--- src/hw/rtl/omca_pkg.sv ---
package omca_pkg;

  // Default configuration of the tree
  localparam int TREE_DEPTH_DEF = 4;
  localparam int COORD_BITS_DEF = 16;
  localparam int COUNT_BITS_DEF = 16;
  localparam int KIND_COUNT_DEF = 6;

  // Operation codes carried in the request word
  typedef enum logic [1:0] {
    OP_ADD    = 2'd0,
    OP_REMOVE = 2'd1,
    OP_QUERY  = 2'd2
  } op_e;

  // Reply kinds
  localparam logic REPLY_LEAF   = 1'b0;
  localparam logic REPLY_CENTRE = 1'b1;

  // Divider / reply stage states
  typedef enum logic [1:0] {
    DV_IDLE,
    DV_RUN,
    DV_DONE
  } div_state_e;

  // Request word
  typedef struct packed {
    logic [1:0]  opcode;
    logic [2:0]  particle_kind;
    logic [15:0] coord_x;
    logic [15:0] coord_y;
    logic [15:0] coord_z;
    logic [2:0]  query_level;
    logic [11:0] query_node;
  } req_t;

  // Response word
  typedef struct packed {
    logic        reply_kind;
    logic [11:0] leaf_index;
    logic [15:0] member_count;
    logic [15:0] centre_x;
    logic [15:0] centre_y;
    logic [15:0] centre_z;
    logic        node_empty;
  } rsp_t;

  // Control travelling along the chain of level cells
  typedef struct packed {
    logic       valid;
    logic [1:0] op;
    logic [2:0] kind;
  } ctl_t;

endpackage

--- src/hw/rtl/omca_div.sv ---
module omca_div #(
  parameter int TREE_DEPTH = 4,
  parameter int COORD_BITS = 16,
  parameter int COUNT_BITS = 16,
  parameter int KIND_COUNT = 6,
  localparam int NW        = 3 * TREE_DEPTH,
  localparam int SW        = COORD_BITS + COUNT_BITS
) (
  input  logic                  clk,
  input  logic                  rst,
  input  omca_pkg::ctl_t        ctl,
  input  logic [NW-1:0]         node,
  input  logic [COUNT_BITS-1:0] cnt,
  input  logic [2:0][SW-1:0]    sum,
  input  logic                  take,
  output logic                  done,
  output logic                  drop,
  output omca_pkg::rsp_t        result
);
  import omca_pkg::*;

  localparam int SCW = $clog2(SW);

  div_state_e              state, state_next;
  logic                    kind_ok;
  logic                    add_ok;
  logic                    is_query;
  logic                    empty_q;

  logic                    rkind;
  logic [NW-1:0]           leaf;
  logic [COUNT_BITS-1:0]   divisor;
  logic                    empty;
  logic [SCW-1:0]          step;
  logic [2:0][SW-1:0]      dvd;
  logic [2:0][COUNT_BITS-1:0] rem;
  logic [2:0][SW-1:0]      dvd_next;
  logic [2:0][COUNT_BITS-1:0] rem_next;
  logic [COUNT_BITS:0]     trial;
  logic [2:0][15:0]        centre;

  always_comb begin
    kind_ok  = ({1'b0, ctl.kind} < 4'(KIND_COUNT));
    add_ok   = ctl.valid && (ctl.op == OP_ADD) && kind_ok;
    is_query = ctl.valid && (ctl.op == OP_QUERY);
    empty_q  = (cnt == '0);
  end

  // Next state
  always_comb begin
    state_next = state;
    unique case (state)
      DV_IDLE: begin
        if (add_ok || (is_query && empty_q)) begin
          state_next = DV_DONE;
        end else if (is_query) begin
          state_next = DV_RUN;
        end
      end
      DV_RUN: begin
        if (step == SCW'(SW - 1)) begin
          state_next = DV_DONE;
        end
      end
      DV_DONE: begin
        if (take) begin
          state_next = DV_IDLE;
        end
      end
      default: state_next = DV_IDLE;
    endcase
  end

  always_ff @(posedge clk) begin
    if (rst) begin
      state <= DV_IDLE;
    end else begin
      state <= state_next;
    end
  end

  // Outputs
  always_comb begin
    done = (state == DV_DONE);
    drop = (state == DV_IDLE) && ctl.valid && !add_ok && !is_query;
  end

  // One restoring step on each axis
  always_comb begin
    for (int a = 0; a < 3; a++) begin
      trial       = {rem[a], dvd[a][SW-1]};
      if (trial >= {1'b0, divisor}) begin
        rem_next[a] = COUNT_BITS'(trial - {1'b0, divisor});
        dvd_next[a] = {dvd[a][SW-2:0], 1'b1};
      end else begin
        rem_next[a] = trial[COUNT_BITS-1:0];
        dvd_next[a] = {dvd[a][SW-2:0], 1'b0};
      end
    end
  end

  // Load on arrival, shift while dividing
  always_ff @(posedge clk) begin
    if (state == DV_IDLE) begin
      rkind   <= is_query ? REPLY_CENTRE : REPLY_LEAF;
      leaf    <= is_query ? '0 : node;
      divisor <= is_query ? cnt : '0;
      empty   <= is_query && empty_q;
      step    <= '0;
      rem     <= '0;
      dvd     <= (is_query && !empty_q) ? sum : '0;
    end else if (state == DV_RUN) begin
      step <= step + 1'b1;
      rem  <= rem_next;
      dvd  <= dvd_next;
    end
  end

  // Saturate the means and build the reply
  always_comb begin
    for (int a = 0; a < 3; a++) begin
      if (|dvd[a][SW-1:COORD_BITS]) begin
        centre[a] = 16'({COORD_BITS{1'b1}});
      end else begin
        centre[a] = 16'(dvd[a][COORD_BITS-1:0]);
      end
    end
    result.reply_kind   = rkind;
    result.leaf_index   = 12'(leaf);
    result.member_count = 16'(divisor);
    result.centre_x     = centre[0];
    result.centre_y     = centre[1];
    result.centre_z     = centre[2];
    result.node_empty   = empty;
  end

endmodule

--- config.mk ---
export PLATFORM = sky130hd
export DESIGN_NAME = omca_div
export DESIGN_NICKNAME = d
export VERILOG_FILES = /design/src/hw/rtl/omca_pkg.sv /design/src/hw/rtl/omca_div.sv
export SDC_FILE = /design/constraint.sdc
export NUM_CORES = 1
export LEC_CHECK = 0
export ABC_CLOCK_PERIOD_IN_PS = 4300
export BUFFER_PORTS_ARGS = -buffer_cell sky130_fd_sc_hd__buf_2
export CAP_MARGIN = 30
export CORE_ASPECT_RATIO = 2
export CORE_MARGIN = 3
export CORE_UTILIZATION = 34
export DETAILED_ROUTE_END_ITERATION = 8
export PLACE_DENSITY = 0.56
export SLEW_MARGIN = 10
export SYNTH_ARGS = -nofsm -noshare
export SYNTH_HDL_FRONTEND = slang
export SYNTH_SLANG_ARGS = --single-unit
--- constraint.sdc ---
create_clock -name clk -period 4.3 [get_ports clk]
set_input_delay 0.43 -clock clk [delete_from_list [all_inputs] [get_ports clk]]
set_output_delay 0.43 -clock clk [all_outputs]
set_load 0.02 [all_outputs]
After elaboration in Yosys (flattened, before gate mapping)
Index checks and enable logic that the tools add are counted.
{"block": "word_totals", "latch_bits": 0, "rom_bits": 0, "inputBits": 133, "memories": 0, "wordCells": 65, "output_inout_bits": 80, "mem_bits_rw": 0, "ff_bits": 181}
{"block": "op_classes", "n_addsub": 4, "muxes": 18, "n_lt_le_gt_ge": 4, "multipliers": 0, "eq_ne": 7, "n_div": 0, "n_shift": 0, "n_reduce_logical": 20, "bitwise": 0}
{"op": "$mux 96", "n": 3}
{"op": "$mux 16", "n": 6}
{"op": "$ge 17x16->1", "n": 3}
{"op": "$reduce_or 16->1", "n": 3}
{"op": "$sub 16x16->16", "n": 3}
{"op": "$logic_not 16->1", "n": 1}
{"op": "$logic_and 1x1->1", "n": 8}
{"op": "$mux 2", "n": 4}
{"op": "$pmux 2 s3", "n": 1}
{"op": "$add 5x1->5 const B", "n": 1}
{"op": "$eq 5x5->1 const B", "n": 1}
{"op": "$eq 2x2->1 const B", "n": 2}
{"op": "$logic_not 2->1", "n": 2}
{"op": "$mux 1", "n": 4}
{"op": "$ne 2x2->1 const B", "n": 2}
{"op": "$logic_not 1->1", "n": 3}
{"op": "$lt 3x3->1 const B", "n": 1}
{"op": "$ne 3x3->1 const B", "n": 1}
{"op": "$reduce_and 3->1", "n": 1}
{"op": "$eq 2x1->1 const B", "n": 1}
{"op": "$reduce_bool 2->1", "n": 1}
{"op": "$logic_or 1x1->1", "n": 1}

Logic depth before layout (Yosys ltp)
{"block": "logic_depth", "word_depth": 6, "depth_mapped": 12, "mapped_depth_nobuf": 11}

Worst setup path before layout
Ideal clock, no wire load.
{"block": "synth_timing", "kind": "register -> output", "start": "register state[1]", "end": "output port done", "path_slack_ns": 0.313, "stages_incl_launch_ff": 4, "required_ns": 3.870, "arrival_time_ns": 3.557, "path_buffers": 1, "path_cell_list": "dfxtp_1 > clkbuf_1 > clkinv_1 > nor2_1"}
{"block": "synth_between", "elab_chain_len": 1}
{"element": "start, declared", "line": "omca_div.sv:24", "rtl": "div_state_e state, state_next;"}
{"element": "start signal, assigned", "line": "omca_div.sv:78", "rtl": "state <= state_next;"}
{"element": "$eq 2x2->1", "line": "omca_div.sv:84", "rtl": "done = (state == DV_DONE);"}
{"element": "end, declared", "line": "omca_div.sv:16", "rtl": "output logic done,"}
No other way between the ends.

Worst setup path after layout
{"block": "layout_timing", "start": "register divisor[1]", "end": "register rem[19] (netlist bit)"}
{"block": "layout_between", "elab_chain_len": 2, "word_cells_on_any_way": 3, "cone_classes": "1 x add/sub; 1 x order compare; 1 x mux"}
{"element": "start, declared", "line": "omca_div.sv:32", "rtl": "logic [COUNT_BITS-1:0] divisor;"}
{"element": "start signal, assigned", "line": "omca_div.sv:107", "rtl": "divisor <= is_query ? cnt : '0;"}
{"element": "$sub 16x16->16 or $ge 17x16->1 (tied branches)", "line": "omca_div.sv:93, omca_div.sv:92"}
{"element": "$mux 16 *", "line": "omca_div.sv:92", "rtl": "if (trial >= {1'b0, divisor}) begin"}
{"element": "end signal, assigned", "line": "omca_div.sv:114", "rtl": "rem <= rem_next;"}
{"element": "end, declared", "line": "omca_div.sv:36", "rtl": "logic [2:0][COUNT_BITS-1:0] rem;"}
Mark *: on every way between the ends. The rest lies on a longest branch, timed or not.
A chain may end at the register's enable or synchronous reset.

==> results by group <==
Global route
  • Overflow after GRT: 0
  • First-pass GRT wire length: between 40,000 and 50,000 um
  • Largest net degree at the start of global routing: 70
  • Vias in the first global route: roughly 8,700
  • Overall global routing resource usage: roughly 18%
  • Initial antenna violation count: 3

Cells and area
  • # fillers: slightly below 3,000
  • Layout Nets: about 1,300
  • Layout cells sized above 1: about 27%
  • Storage element area: 4886 um^2
  • Multi-input logic area: around 4800 um^2
  • Area Overhead vs Synth: 19.56%

Power and ir drop
  • P_sw: 2.107 mW
  • LEAKAGE: around 5.1 nW
  • Sw Share: between 30% and 40%
  • Max VDD drop: roughly 0.39 mV
  • Combinational group share of total power: between 30% and 40%
  • Total chip power: about 5.9 mW
  • Clock share of power: between 20 and 30%
  • Power per Cell Area: roughly 500 nW/um^2
  • Int Pwr: 3.784 mW
  • Flop pwr share: about 37%

Floorplanning
  • DIE AREA: 31,860 um^2
  • Die width: around 130 um
  • Core area: between 20,000 and 30,000 um^2
  • Die height: between 200 and 250 um
  • Starting Density: about a third
  • Ports: approximately 210
  • # rows: a little under 90

Worst setup path
  • Crit path DAT: around 3.6 ns
  • Slowest library cell on the worst path: a41oi_4
  • Buf/Inv on CP: 1
  • Worst EP required: 4.59 ns
  • Worst path most repeated cell: o31a_1
  • Critical path type: reg2reg
  • CP Cell Sequence: inv_1 -> ha_1 -> nor2b_1 -> o31a_1 -> o31a_1 -> nor2_2 -> o21ai_2 -> a41oi_4 -> mux2i_1 -> o21ai_0
  • Critical Path Source Type: register
  • FF-to-FF Start: divisor[1]$_SDFFCE_PN0P_
  • Crit-path max FO: 27
  • Critical path capture point type: register
  • Crit path from: divisor[1]$_SDFFCE_PN0P_
  • CP peak stage delay: 0.83 ns
  • Worst path top cell family by delay: compound AO/OA/AOI/OAI gates

Synthesis
  • Top cell type's share of synthesized area: 37.56%
  • Synth Area per Inst: 10.49 um^2
  • FFs w/ async S/R, synth: 0%
  • Synthesized area: about 10,000 um^2
  • Count of cell types in the netlist: 63
  • Yosys reg bits: between 150 and 200
  • Synth area leaders: edfxtp_1, dfxtp_1, a22o_1
  • Post-synth top area cell: edfxtp_1
  • Synth warn: 0
  • Cells after synthesis: 960
  • Synth Net Count: 1,146
  • Synth Flop Type: edfxtp_1
  • EDFF count, synth: roughly 130
  • Sequential area share after synthesis: between 40% and 50%

Clock network
  • TritonCTS clock tree: built
  • Clock Latency Late Sink: 0.44 ns
  • Total CTS buffers: 17
  • Post-CTS Hold Buffers: 0
  • Post-CTS Resized: 0
  • CTS clk-pin slew, worst paths: approximately 0.070 ns
  • Clk buf depth: 2
  • H-tree levels: 4
  • Clock sink total: ~180
  • Post-CTS Repair Setup Buffers: 0
  • Clk root buf: clkbuf_16

Route
  • Via count: 8,265
  • DRT antenna net count: 0
  • Iter 0 DRT Violations: slightly below 600
  • Pre-antenna DRT Iters: 4
  • Via density: approximately 5.4
  • DRC Markers: 0
  • Detailed Route WL: around 29,000 um
  • Avg WL per Cell: 19.21 um

Flow run
  • Max-cap violations: 0

Status
  • Status: complete, no violations

Hold path
  • Worst hold path startpoint: rst
  • Worst Hold Class: in2reg

Timing
  • Worst Skew: 0.01230 ns
  • Hold WS: around 0.14 ns
  • Min cycle time layout: around 3.3 ns
  • Final hold violation count: 0
  • Fmax: ~300 MHz
  • RSZ-0062 raised after global routing: false
  • Final setup vio count: 0
  • Slew margin rel.: 35.69%
  • Tcrit/Tclk final: around 77%
  • Slew of the pin with the lowest slew margin: about 0.96 ns
  • Final slew viol count: 0
  • TNS Setup: 0 ns

Placed design
  • Port bufs: ~210
  • Dpl hpwl: between 20,000 and 25,000 um
  • Gpl congestion: roughly 0.87
==> cell usage in the layout (no fill, tap or decap), types with 7 or more instances in the layout <==
cell type / netlist / final
and3_1: 25 / 24
nor2_1: 29 / 29
nand4_1: 11 / 11
a21o_1: 16 / 16
nand2b_1: 11 / 11
clkbuf_16: 0 / 17
o311ai_0: 16 / 16
inv_1: 31 / 31
nand3_1: 30 / 30
o21ai_0: 56 / 56
or2_2: 50 / 49
and2_1: 13 / 13
nor2b_1: 14 / 13
buf_2: 11 / 211
xor2_1: 9 / 9
a211oi_1: 8 / 8
dfxtp_1: 55 / 54
ha_1: 50 / 50
o21a_1: 7 / 7
a21oi_1: 34 / 34
xnor2_1: 22 / 22
a22o_1: 95 / 95
buf_4: 3 / 11
nor4_1: 18 / 18
edfxtp_1: 126 / 126
inv_6: 0 / 7
nand2_1: 80 / 79
nor3_1: 8 / 8
mux2i_1: 16 / 16
o31ai_1: 7 / 7
==> kinds of logic (layout without fill, tap and decap cells) <==
family                   after synthesis  after routing  synth area share, %
multiplexers                          16             16                1.590
adder cells (fa/ha/maj)               53             53                6.806
AND/OR/NAND/NOR                      296            296                15.30
flip-flops                           181            181                48.48
buffers and inverters                 89            287                3.639
other                                  0              3                    0
AO/OA/AOI/OAI                        294            294                21.49
XOR/XNOR                              31             31                2.695
==> layout make-up <==
class	instances	share of cell area, %
Clock buffer	18	3.563
Inverter	32	1.018
Clock inverter	14	1.215
Multi-Input combinational cell	690	40.22
Timing Repair Buffer	223	9.619
Tap cell	360	3.739
Antenna cell	3	0.06232
Sequential cell	181	40.56
==> cell usage after synthesis (13+ instances only) <==
master and count:
xnor2_1 22, and3_1 25, inv_1 31, and2_1 13
o21ai_0 56, edfxtp_1 126, a21oi_1 34, or2_2 50
o311ai_0 16, nand3_1 30, mux2i_1 16, clkbuf_1 40
nor2b_1 14, ha_1 50, a21o_1 16, nor2_1 29
dfxtp_1 55, nand2_1 80, a22o_1 95, nor4_1 18
==> worst register-to-register path: stages (launching register included) <==
cell and delay (ns):
edfxtp_1 0.53, inv_1 0.15, ha_1 0.33, nor2b_1 0.14, o31a_1 0.28, o31a_1 0.28
nor2_2 0.15, o21ai_2 0.13, a41oi_4 0.83, mux2i_1 0.26, o21ai_0 0.09
==> registers in the layout, indices dropped and copies added (netlist names) <==
signal   count
leaf        12
rem         48
step         5
divisor     16
empty        1
dvd         96
rkind        1
state        2
==> power by group through the flow <==
| stage | registers (mW) | clock network (mW) | logic (mW) |
|---|---|---|---|
| 2_1_floorplan | 2.20 | 0 | 1.56 |
| 3_3_place_gp | 2.20 | 0 | 2.13 |
| 3_5_place_dp | 2.20 | 0 | 2.15 |
| 4_1_cts | 2.17 | 1.63 | 2.16 |
| 5_1_grt | 2.19 | 1.70 | 2.37 |
| 6_report | 2.16 | 1.58 | 2.15 |
==> path summary, 6_finish.rpt <==
path	cells after the start	slack [ns]	end
max reg2reg	10	1.0	rem[19]$_SDFFE_PP0P_
min	2	0.14	state[1]$_SDFFE_PP0P_
min reg2reg	2	0.47	step[4]$_SDFFE_PP0P_
max	10	1.0	rem[19]$_SDFFE_PP0P_
==> layer usage <==
metal | vias up | share of wire (%) | GRT usage [%]
met5 | - | 0 | 0
met1 | 3959 | 36 | 18.50
met2 | 213 | 54 | 33.23
li1 | 4031 | - | -
met3 | 62 | 4.1 | 3.705
met4 | 0 | 5.5 | 11.02
==> stage by stage <==
stage | setup slack, ns | utilization [%] | instances | instance area, um^2
global placement | 1.057 | 39.43 | 1486 | 11460
finish | 0.9966 | 41.44 | 1521 | 12050
floorplan | 0.3135 | - | 960 | 10070
CTS | 0.9873 | 41.41 | 1518 | 12040
detailed placement | 1.009 | 39.43 | 1486 | 11460
global route | 0.7459 | 41.44 | 1521 | 12050
Note: power is estimated with default switching activity, not from simulation.
