[config.mk]
export PLATFORM = sky130hd
export DESIGN_NAME = omca_cell
export DESIGN_NICKNAME = d
export VERILOG_FILES = /design/src/hw/rtl/omca_pkg.sv /design/src/hw/rtl/omca_ram.sv /design/src/hw/rtl/omca_cell.sv
export SDC_FILE = /design/constraint.sdc
export NUM_CORES = 2
export LEC_CHECK = 0
export BUFFER_PORTS_ARGS = -buffer_cell sky130_fd_sc_hd__buf_2
export CAP_MARGIN = 15
export CORE_MARGIN = 2
export CORE_UTILIZATION = 50
export CTS_CLUSTER_SIZE = 30
export DETAILED_ROUTE_END_ITERATION = 12
export PLACE_DENSITY = 0.72
export SLEW_MARGIN = 20
export SYNTH_ARGS = -nofsm -noshare
export SYNTH_HDL_FRONTEND = slang
export SYNTH_SLANG_ARGS = --single-unit
[constraint.sdc]
create_clock -name clk -period 6.8 [get_ports clk]
set_input_delay 0.34 -clock clk [delete_from_list [all_inputs] [get_ports clk]]
set_output_delay 0.34 -clock clk [all_outputs]
set_load 0.03 [all_outputs]
[src/hw/rtl/omca_pkg.sv]
package omca_pkg;

  // Default configuration of the tree
  localparam int TREE_DEPTH_DEF = 4;
  localparam int COORD_BITS_DEF = 16;
  localparam int COUNT_BITS_DEF = 16;
  localparam int KIND_COUNT_DEF = 6;

  // Operation codes carried in the request word
  typedef enum logic [1:0] {
    OP_ADD    = 2'd0,
    OP_REMOVE = 2'd1,
    OP_QUERY  = 2'd2
  } op_e;

  // Reply kinds
  localparam logic REPLY_LEAF   = 1'b0;
  localparam logic REPLY_CENTRE = 1'b1;

  // Divider / reply stage states
  typedef enum logic [1:0] {
    DV_IDLE,
    DV_RUN,
    DV_DONE
  } div_state_e;

  // Request word
  typedef struct packed {
    logic [1:0]  opcode;
    logic [2:0]  particle_kind;
    logic [15:0] coord_x;
    logic [15:0] coord_y;
    logic [15:0] coord_z;
    logic [2:0]  query_level;
    logic [11:0] query_node;
  } req_t;

  // Response word
  typedef struct packed {
    logic        reply_kind;
    logic [11:0] leaf_index;
    logic [15:0] member_count;
    logic [15:0] centre_x;
    logic [15:0] centre_y;
    logic [15:0] centre_z;
    logic        node_empty;
  } rsp_t;

  // Control travelling along the chain of level cells
  typedef struct packed {
    logic       valid;
    logic [1:0] op;
    logic [2:0] kind;
  } ctl_t;

endpackage

[src/hw/rtl/omca_ram.sv]
module omca_ram #(
  parameter int W     = 8,
  parameter int DEPTH = 16,
  localparam int AW   = (DEPTH > 1) ? $clog2(DEPTH) : 1
) (
  input  logic          clk,
  input  logic          we,
  input  logic [AW-1:0] waddr,
  input  logic [W-1:0]  wdata,
  input  logic [AW-1:0] raddr,
  output logic [W-1:0]  rdata
);

  logic [W-1:0] mem [DEPTH];

  // Write port
  always_ff @(posedge clk) begin
    if (we) begin
      mem[waddr] <= wdata;
    end
  end

  // Registered read port
  always_ff @(posedge clk) begin
    rdata <= mem[raddr];
  end

endmodule

[src/hw/rtl/omca_cell.sv]
module omca_cell #(
  parameter int LEVEL      = 0,
  parameter int TREE_DEPTH = 4,
  parameter int COORD_BITS = 16,
  parameter int COUNT_BITS = 16,
  parameter int KIND_COUNT = 6,
  parameter int CLRW       = 8,
  localparam int NW        = 3 * TREE_DEPTH,
  localparam int SW        = COORD_BITS + COUNT_BITS
) (
  input  logic                             clk,
  input  logic                             rst,
  input  logic                             clear_en,
  input  logic [CLRW-1:0]                  clear_addr,
  input  logic [2:0][COORD_BITS-1:0]       coord,
  input  logic [2:0]                       qlevel,
  input  logic [11:0]                      qnode,
  input  omca_pkg::ctl_t                   ctl_i,
  input  logic [2:0][COORD_BITS-1:0]       lo_i,
  input  logic [NW-1:0]                    node_i,
  input  logic [COUNT_BITS-1:0]            cnt_i,
  input  logic [2:0][SW-1:0]               sum_i,
  output omca_pkg::ctl_t                   ctl_o,
  output logic [2:0][COORD_BITS-1:0]       lo_o,
  output logic [NW-1:0]                    node_o,
  output logic [COUNT_BITS-1:0]            cnt_o,
  output logic [2:0][SW-1:0]               sum_o
);
  import omca_pkg::*;

  localparam int DEPTH = KIND_COUNT << (3 * LEVEL);
  localparam int AW    = (DEPTH > 1) ? $clog2(DEPTH) : 1;
  localparam int FW    = 3 + NW;
  localparam int EW    = COUNT_BITS + 3 * SW;
  localparam logic [NW-1:0] QMASK = NW'((64'(1) << (3 * LEVEL)) - 64'(1));
  localparam logic [COUNT_BITS-1:0] CNT_MAX = '1;
  localparam logic [COORD_BITS-1:0] HALF =
    (LEVEL < TREE_DEPTH) ? COORD_BITS'(64'(1) << (COORD_BITS - LEVEL - 1)) : '0;

  logic                  kind_ok;
  logic                  is_query;
  logic [NW-1:0]         nsel;
  logic [FW-1:0]         afull;
  logic [AW-1:0]         raddr_c;

  ctl_t                        rctl;
  logic [2:0][COORD_BITS-1:0]  rlo;
  logic [NW-1:0]               rnode;
  logic [COUNT_BITS-1:0]       rcnt;
  logic [2:0][SW-1:0]          rsum;
  logic [AW-1:0]               raddr;
  logic                        rhit;
  logic                        rkind_ok;

  logic [EW-1:0]               rdata;
  logic [COUNT_BITS-1:0]       ecnt;
  logic [2:0][SW-1:0]          esum;
  logic [COUNT_BITS-1:0]       ncnt;
  logic [2:0][SW-1:0]          nsum;
  logic                        touch;
  logic                        we;
  logic [AW-1:0]               waddr;
  logic [EW-1:0]               wdata;
  logic [2:0]                  child;

  // Form the read address from the word arriving at this level
  always_comb begin
    kind_ok  = ({1'b0, ctl_i.kind} < 4'(KIND_COUNT));
    is_query = (ctl_i.op == OP_QUERY);
    nsel     = is_query ? (NW'(qnode) & QMASK) : node_i;
    afull    = (FW'(ctl_i.kind) << (3 * LEVEL)) | FW'(nsel);
    raddr_c  = afull[AW-1:0];
  end

  // Register the word while the entry is read
  always_ff @(posedge clk) begin
    if (rst) begin
      rctl <= '0;
    end else begin
      rctl <= ctl_i;
    end
  end

  always_ff @(posedge clk) begin
    rlo      <= lo_i;
    rnode    <= node_i;
    rcnt     <= cnt_i;
    rsum     <= sum_i;
    raddr    <= raddr_c;
    rkind_ok <= kind_ok;
    rhit     <= is_query && kind_ok && (qlevel == 3'(LEVEL));
  end

  // Update the entry for an add or a remove
  always_comb begin
    {ecnt, esum} = rdata;
    ncnt = ecnt;
    nsum = esum;
    if (rctl.op == OP_ADD) begin
      if (ecnt != CNT_MAX) begin
        ncnt = ecnt + 1'b1;
        for (int a = 0; a < 3; a++) begin
          nsum[a] = esum[a] + SW'(coord[a]);
        end
      end
    end else if (ecnt != '0) begin
      ncnt = ecnt - 1'b1;
      for (int a = 0; a < 3; a++) begin
        if (ecnt == COUNT_BITS'(1)) begin
          nsum[a] = '0;
        end else if (esum[a] > SW'(coord[a])) begin
          nsum[a] = esum[a] - SW'(coord[a]);
        end else begin
          nsum[a] = '0;
        end
      end
    end
  end

  // Select the write: clearing sweep or path update
  always_comb begin
    touch = rctl.valid && rkind_ok && ((rctl.op == OP_ADD) || (rctl.op == OP_REMOVE));
    if (clear_en) begin
      we    = ({1'b0, clear_addr} < (CLRW + 1)'(DEPTH));
      waddr = clear_addr[AW-1:0];
      wdata = '0;
    end else begin
      we    = touch;
      waddr = raddr;
      wdata = {ncnt, nsum};
    end
  end

  omca_ram #(
    .W     (EW),
    .DEPTH (DEPTH)
  ) u_ram (
    .clk   (clk),
    .we    (we),
    .waddr (waddr),
    .wdata (wdata),
    .raddr (raddr_c),
    .rdata (rdata)
  );

  // Choose the child cell and hand the word on
  always_comb begin
    lo_o  = rlo;
    child = '0;
    if (LEVEL < TREE_DEPTH) begin
      for (int a = 0; a < 3; a++) begin
        if (coord[a] > (rlo[a] | HALF)) begin
          child[a] = 1'b1;
          lo_o[a]  = rlo[a] | HALF;
        end
      end
      node_o = (rnode << 3) | NW'(child);
    end else begin
      node_o = rnode;
    end
    ctl_o = rctl;
    cnt_o = rhit ? ecnt : rcnt;
    sum_o = rhit ? esum : rsum;
  end

endmodule

* After elaboration in Yosys (flattened, before gate mapping)
Memory sizes are Yosys's and may differ from the RTL's. A register that Yosys moved wholly into a read port is not among the register bits.
Index checks and enable logic that the tools add are counted.
** Storage, ports and cells
- Word-level logic and storage cells :: 71
- Memories kept :: 1
- Register bits :: 180
- RAM bits :: 672
- Output and inout port bits :: 178
- Input bits :: 252
** Memories
- u_ram.mem :: depth 6, bits a word 112, rd ports 1, clocked after Yosys merged registers in 1, wr ports 1, line omca_ram.sv:14 : logic [W-1:0] mem [DEPTH];
** Operators by class
- Multiplexer cells :: 26
- $lt $le $gt $ge :: 8
- Bitwise gates (word level) :: 2
- Reductions and logical operators :: 8
- $add $sub $neg :: 8
- Equality and inequality tests :: 4
** Operators with widths (count)
- $mux 96 :: 4
- $mux 32 :: 6
- $mux 112 :: 1
- $mux 16 :: 7
- $add 32x16->32 :: 3
- $gt 32x16->1 :: 3
- $sub 32x16->32 :: 3
- $gt 16x16->1 :: 3
- $add 16x1->16 const B :: 1
- $eq 16x1->1 const B :: 1
- $ne 16x16->1 const B :: 1
- $reduce_bool 16->1 :: 1
- $sub 16x1->16 const B :: 1
- $or 12x3->12 :: 1
- $lt 8x3->1 const B :: 1
- $mux 1 :: 6
- $mux 3 :: 2
- $logic_and 1x1->1 :: 4
- $logic_not 3->1 :: 1
- $lt 3x3->1 const B :: 1
- $or 3x3->3 :: 1
- $eq 2x1->1 const B :: 1
- $eq 2x2->1 const B :: 1
- $logic_not 2->1 :: 1
- $logic_or 1x1->1 :: 1

* Logic depth before layout (Yosys ltp)
- Word-level depth :: 6
- Mapped depth :: 12
- Gate-level depth less buffers :: 11

* By module
A second synthesis with hierarchy kept.
** Unflattened totals
- Cell total of the unflattened synthesis :: 3402
- Area, all modules :: 44436.4 um2
** By module, submodules not included
- omca_ram :: cells an instance 1431, area each 28584.9 um2, seq. area each 22421.5 um2, instances 1
- omca_cell :: cells an instance 1971, area each 15851.5 um2, seq. area each 3603.5 um2, instances 1

* Least setup slack after synthesis
Ideal clock, no wire load.
- Kind :: in2reg
- From :: input port clear_en
- To :: memory u_ram.mem[2][0] in the netlist's numbering, enable pin
- Required time :: 6216 ps
- Slack :: 389 ps
- Arrival :: 5827 ps
- Cell stages on the path :: 6
- Buffers on the path :: 2
- Setup time :: 584 ps
- Cells stage by stage :: clkbuf_1 > buf_1 > nand2_1 > o32ai_1 > nand2_1 > nor2_1
** On the way
- Cells in the longest elaborated chain, start to end :: 3
- Elaborated cells between the ends (all ways) :: 4
- Those cells by class :: 4 x mux
** RTL lines
- start, declared :: line omca_cell.sv:13 : input logic clear_en,
- $mux 1 :: line omca_cell.sv:123 : if (clear_en) begin
- $mux 1 :: line omca_ram.sv:18 : if (we) begin
- $mux 1 (not written as such) :: line omca_ram.sv:19 : mem[waddr] <= wdata;
- end, declared :: line omca_ram.sv:14
Parallel ways exist; a longest one is shown, timed or not.

* Final worst setup path
- From :: register u_ram.rdata[0] (read register of u_ram.mem)
- To :: memory u_ram.mem[3][29] in the netlist's numbering, data pin
** On the way
- Cells in the longest elaborated chain, start to end :: 6
- Elaborated cells between the ends (all ways) :: 9
- Those cells by class :: 2 x add/sub; 1 x order compare; 6 x mux
** RTL lines
- start, declared :: line omca_ram.sv:11 : output logic [W-1:0] rdata
- $sub 32x16->32 / $gt 32x16->1 (equally long branches) :: line omca_cell.sv:112, omca_cell.sv:111
- $mux 32 :: line omca_cell.sv:111 : end else if (esum[a] > SW'(coord[a])) begin
- $mux 32 :: line omca_cell.sv:109 : if (ecnt == COUNT_BITS'(1)) begin
- $mux 96 :: line omca_cell.sv:106 : end else if (ecnt != '0) begin
- $mux 96 (*) :: line omca_cell.sv:99 : if (rctl.op == OP_ADD) begin
- $mux 112 (*) :: line omca_cell.sv:123
- net u_ram.wdata[29] :: line omca_ram.sv:9 : input logic [W-1:0] wdata,
The timed path passes the listed nets; every way through them passes the cells marked *.

==> flow_metrics.py <==
metrics = {
    "global_route": {
        "grt_max_degree": 197,
        "grt_pass1_vias": 29234,
        "globalRoute.totalOverflow": 0,
        "antenna_found_initial": 7,
        "grt_first_pass_wirelength_um": 167700,
        "grt_util_all_layers_pct": 24.28,
    },
    "synthesis": {
        "synth_compound_area_share_pct": 9.677,
        "ys_types": 84,
        "synth_simple_gate_area_share_pct": 8.217,
        "syn_inst": 3332,
        "yosysTopAreaCellShare_pct": 46.53,
        "synth_seq_cells": 964,
        "yosys-top-cells-area": "edfxtp_1 (47%), dfxtp_1 (13%), mux4_2 (5.8%)",
        "muxShareOfSynthArea_pct": 11.65,
        "synth_flop_cell": "edfxtp_1",
        "yosys.area_share.adder_pct": 4.460,
        "synth_fp_nets": 3735,
        "async_flop_share_pct": 0,
        "synth-edff-count": 672,
        "syn_area_mm2": 0.04337,
        "synth_top_family_by_area": "multiplexers",
        "ys_seq_area_share_pct": 60.01,
        "synth-xor-area-share_pct": 2.201,
        "synth_area_leader_cell": "edfxtp_1",
        "synth_area_per_cell_um2": 13.02,
        "yosys_warnings": 0,
    },
    "critical_path": {
        "crit_path_max_fanout": 16,
        "required_ns": 7.18,
        "crit_path_end_kind": "flop",
        "startpoint_type": "flop",
        "worstSetupPathType": "reg2reg",
        "worst-endpoint-arrival_ns": 4.58,
    },
    "sta": {
        "hold_ws_ns": 0.2912,
        "min_period_over_period_pct": 61.83,
        "clock.fmax_ghz": 0.2378,
        "timing.final.setup_violations": 0,
        "final_hold_viol_count": 0,
        "relSlewSlack_pct": 24.91,
        "skew_ns": 0.02850,
        "rsz0062_at_grt": "no",
        "tightest_slew_ns": 1.126,
        "period_minus_slack_ns": 4.205,
        "fin_tns_setup_ns": 0,
        "drv_slew": 0,
    },
    "detailed_routing": {
        "firstDrtPassIters": 7,
        "antenna_left": 0,
        "wirelength_um": 110500,
        "wire_per_inst_um": 21.75,
        "route.vias.total": 29502,
        "detail_route.iter0.violations": 2795,
        "vias_per_cell": 5.809,
        "drc": 0,
    },
    "pwr": {
        "power.density_mw_per_mm2": 267.6,
        "power_mw": 13.70,
        "p_leak_nw": 19.13,
        "ir_worst_vdd_v": 0.0002236,
    },
    "finish": {
        "final_cell_area_mm2": 0.05118,
        "nFillCells": 6670,
        "drive_gt1_share_pct": 22.06,
        "nets": 4239,
        "final_core_util_pct": 59.27,
        "syn2layout_area_growth_pct": 18.02,
    },
    "floorplanning": {
        "die_width_um": 298.5,
        "core_mm2": 0.08635,
        "rows": 108,
        "die_h_um": 298.5,
        "die_area_mm2": 0.08911,
        "ios": 430,
        "start_util_pct": 50.22,
    },
    "hold_path": {
        "min-delay-path-class": "in2reg",
    },
    "clocking": {
        "cts_buffers": 98,
        "cts_tree": "yes",
        "ctsHoldBuffers": 182,
        "clock_path_buffers": 3,
        "htreeDepth": 3,
        "clkTransAtPathRegs_ns": 0.06,
        "clockRootBuffer": "clkbuf_16",
        "clock-sinks": 964,
        "cts_setup_buffers": 0,
        "cts_repair_resize_count": 0,
        "clk_latency_ns": 0.68,
    },
    "outcome": {
        "status": "completed",
    },
    "run": {
        "drv_cap": 0,
    },
    "placement": {
        "dp_hpwl_um": 67480,
        "placed_area_mm2": 0.04624,
        "gp_congestion": 0.9278,
        "io_buffers": 414,
    },
}
-- synthesized netlist by cell type, types with 27 or more instances --
library cell  instances
nor2b_1              30
mux2i_1             121
clkbuf_1            130
inv_1               157
nand2_1             225
a211oi_1             37
xnor2_1              85
nor2_1              187
and3_1               28
buf_4                50
ha_1                145
edfxtp_1            672
nand3_1              59
a21o_1               41
mux4_2              112
mux2_2              117
a21oi_1             115
nor3_1               54
buf_1                30
a221oi_1             38
dfxtp_1             292
o21ai_0             191
o21a_1               27
nand4_1              30
-- flip-flops by register name, indices dropped and copies added, names as in the netlist --
register and flops:
rkind_ok 1, ctl_o 6, u_ram.rdata 112, u_ram.mem 672, rlo 48, rcnt 16
rsum 96, rhit 1, rnode 9, raddr 3
-- layout make-up --
| class | instances | area, µm² | area share, % |
|---|---|---|---|
| clock buffer | 143 | 2805 | 5.481 |
| antenna | 3 | 7.507 | 0.01467 |
| tap | 1155 | 1445 | 2.824 |
| timing repair buffer | 626 | 4197 | 8.199 |
| multi-input combinational | 1988 | 15800 | 30.87 |
| clock inverter | 42 | 305.3 | 0.5965 |
| sequential | 964 | 26030 | 50.86 |
| inverter | 158 | 593.1 | 1.159 |
-- cell families after synthesis --
group                    Yosys count
adder cells (fa/ha/maj)          151
buffers and inverters            380
XOR/XNOR                         109
AND/OR/NAND/NOR                  739
flip-flops                       964
AO/OA/AOI/OAI                    639
multiplexers                     350
-- final timing paths --
kind / startpoint / end / slack, ns / cells past startpoint
worst min register to register: u_ram.mem[5][46] / u_ram.rdata[46] / 0.51 / 2
worst max register to register: u_ram.rdata[0] / u_ram.mem[3][29] / 2.60 / 11
worst min-delay path: sum_i[73] / rsum[73] / 0.29 / 2
worst max-delay path: u_ram.rdata[0] / u_ram.mem[3][29] / 2.60 / 11
-- worst max-delay path, cell delays in order, from the launching register on --
cell and delay (ns):
dfxtp_1 0.55, inv_1 0.10, ha_1 0.23, fa_1 0.42, nor2b_1 0.19, o21ai_0 0.14
nand3_1 0.18, a31oi_1 0.20, a32oi_1 0.23, o31a_1 0.65, o21bai_2 0.40, nor3_1 0.62
-- stage by stage --
stage	worst slack [ns]	instances
6_report	2.595	5079
5_1_grt	2.354	5076
4_1_cts	2.564	5076
3_5_place_dp	2.597	4709
3_3_place_gp	2.748	4709
2_1_floorplan	0.3886	3332
-- routing by layer --
layer  up-vias  track usage (%)  part of all wire (%)
met5         -                0                     0
met4         0            8.973                   3.5
met3       213            4.558                   7.5
met2      1182            39.63                    48
met1     14602            32.47                    41
li1      13505                -                     -
-- cell usage in the layout (no fill, tap or decap), types with 36 or more instances in the layout --
master         count
a211oi_1          36
a21o_1            40
a21oi_1          112
a221oi_1          38
buf_2            413
clkbuf_16        101
dfxtp_1          291
dlygate4sd3_1    182
edfxtp_1         672
ha_1             145
inv_1            157
mux2_2           117
mux2i_1          121
mux4_2           112
nand2_1          225
nand3_1           59
nor2_1           180
nor3_1            53
o21ai_0          190
xnor2_1           85
-- report_power, final --
part           internal (mW)  switching, mW  leakage (nW)
logic                  0.732           1.09          9.00
clock network           2.95           2.25          1.52
registers               6.50          0.169          8.60
total                   10.2           3.52          19.1
No activity file was read; power rests on OpenSTA's default activity.
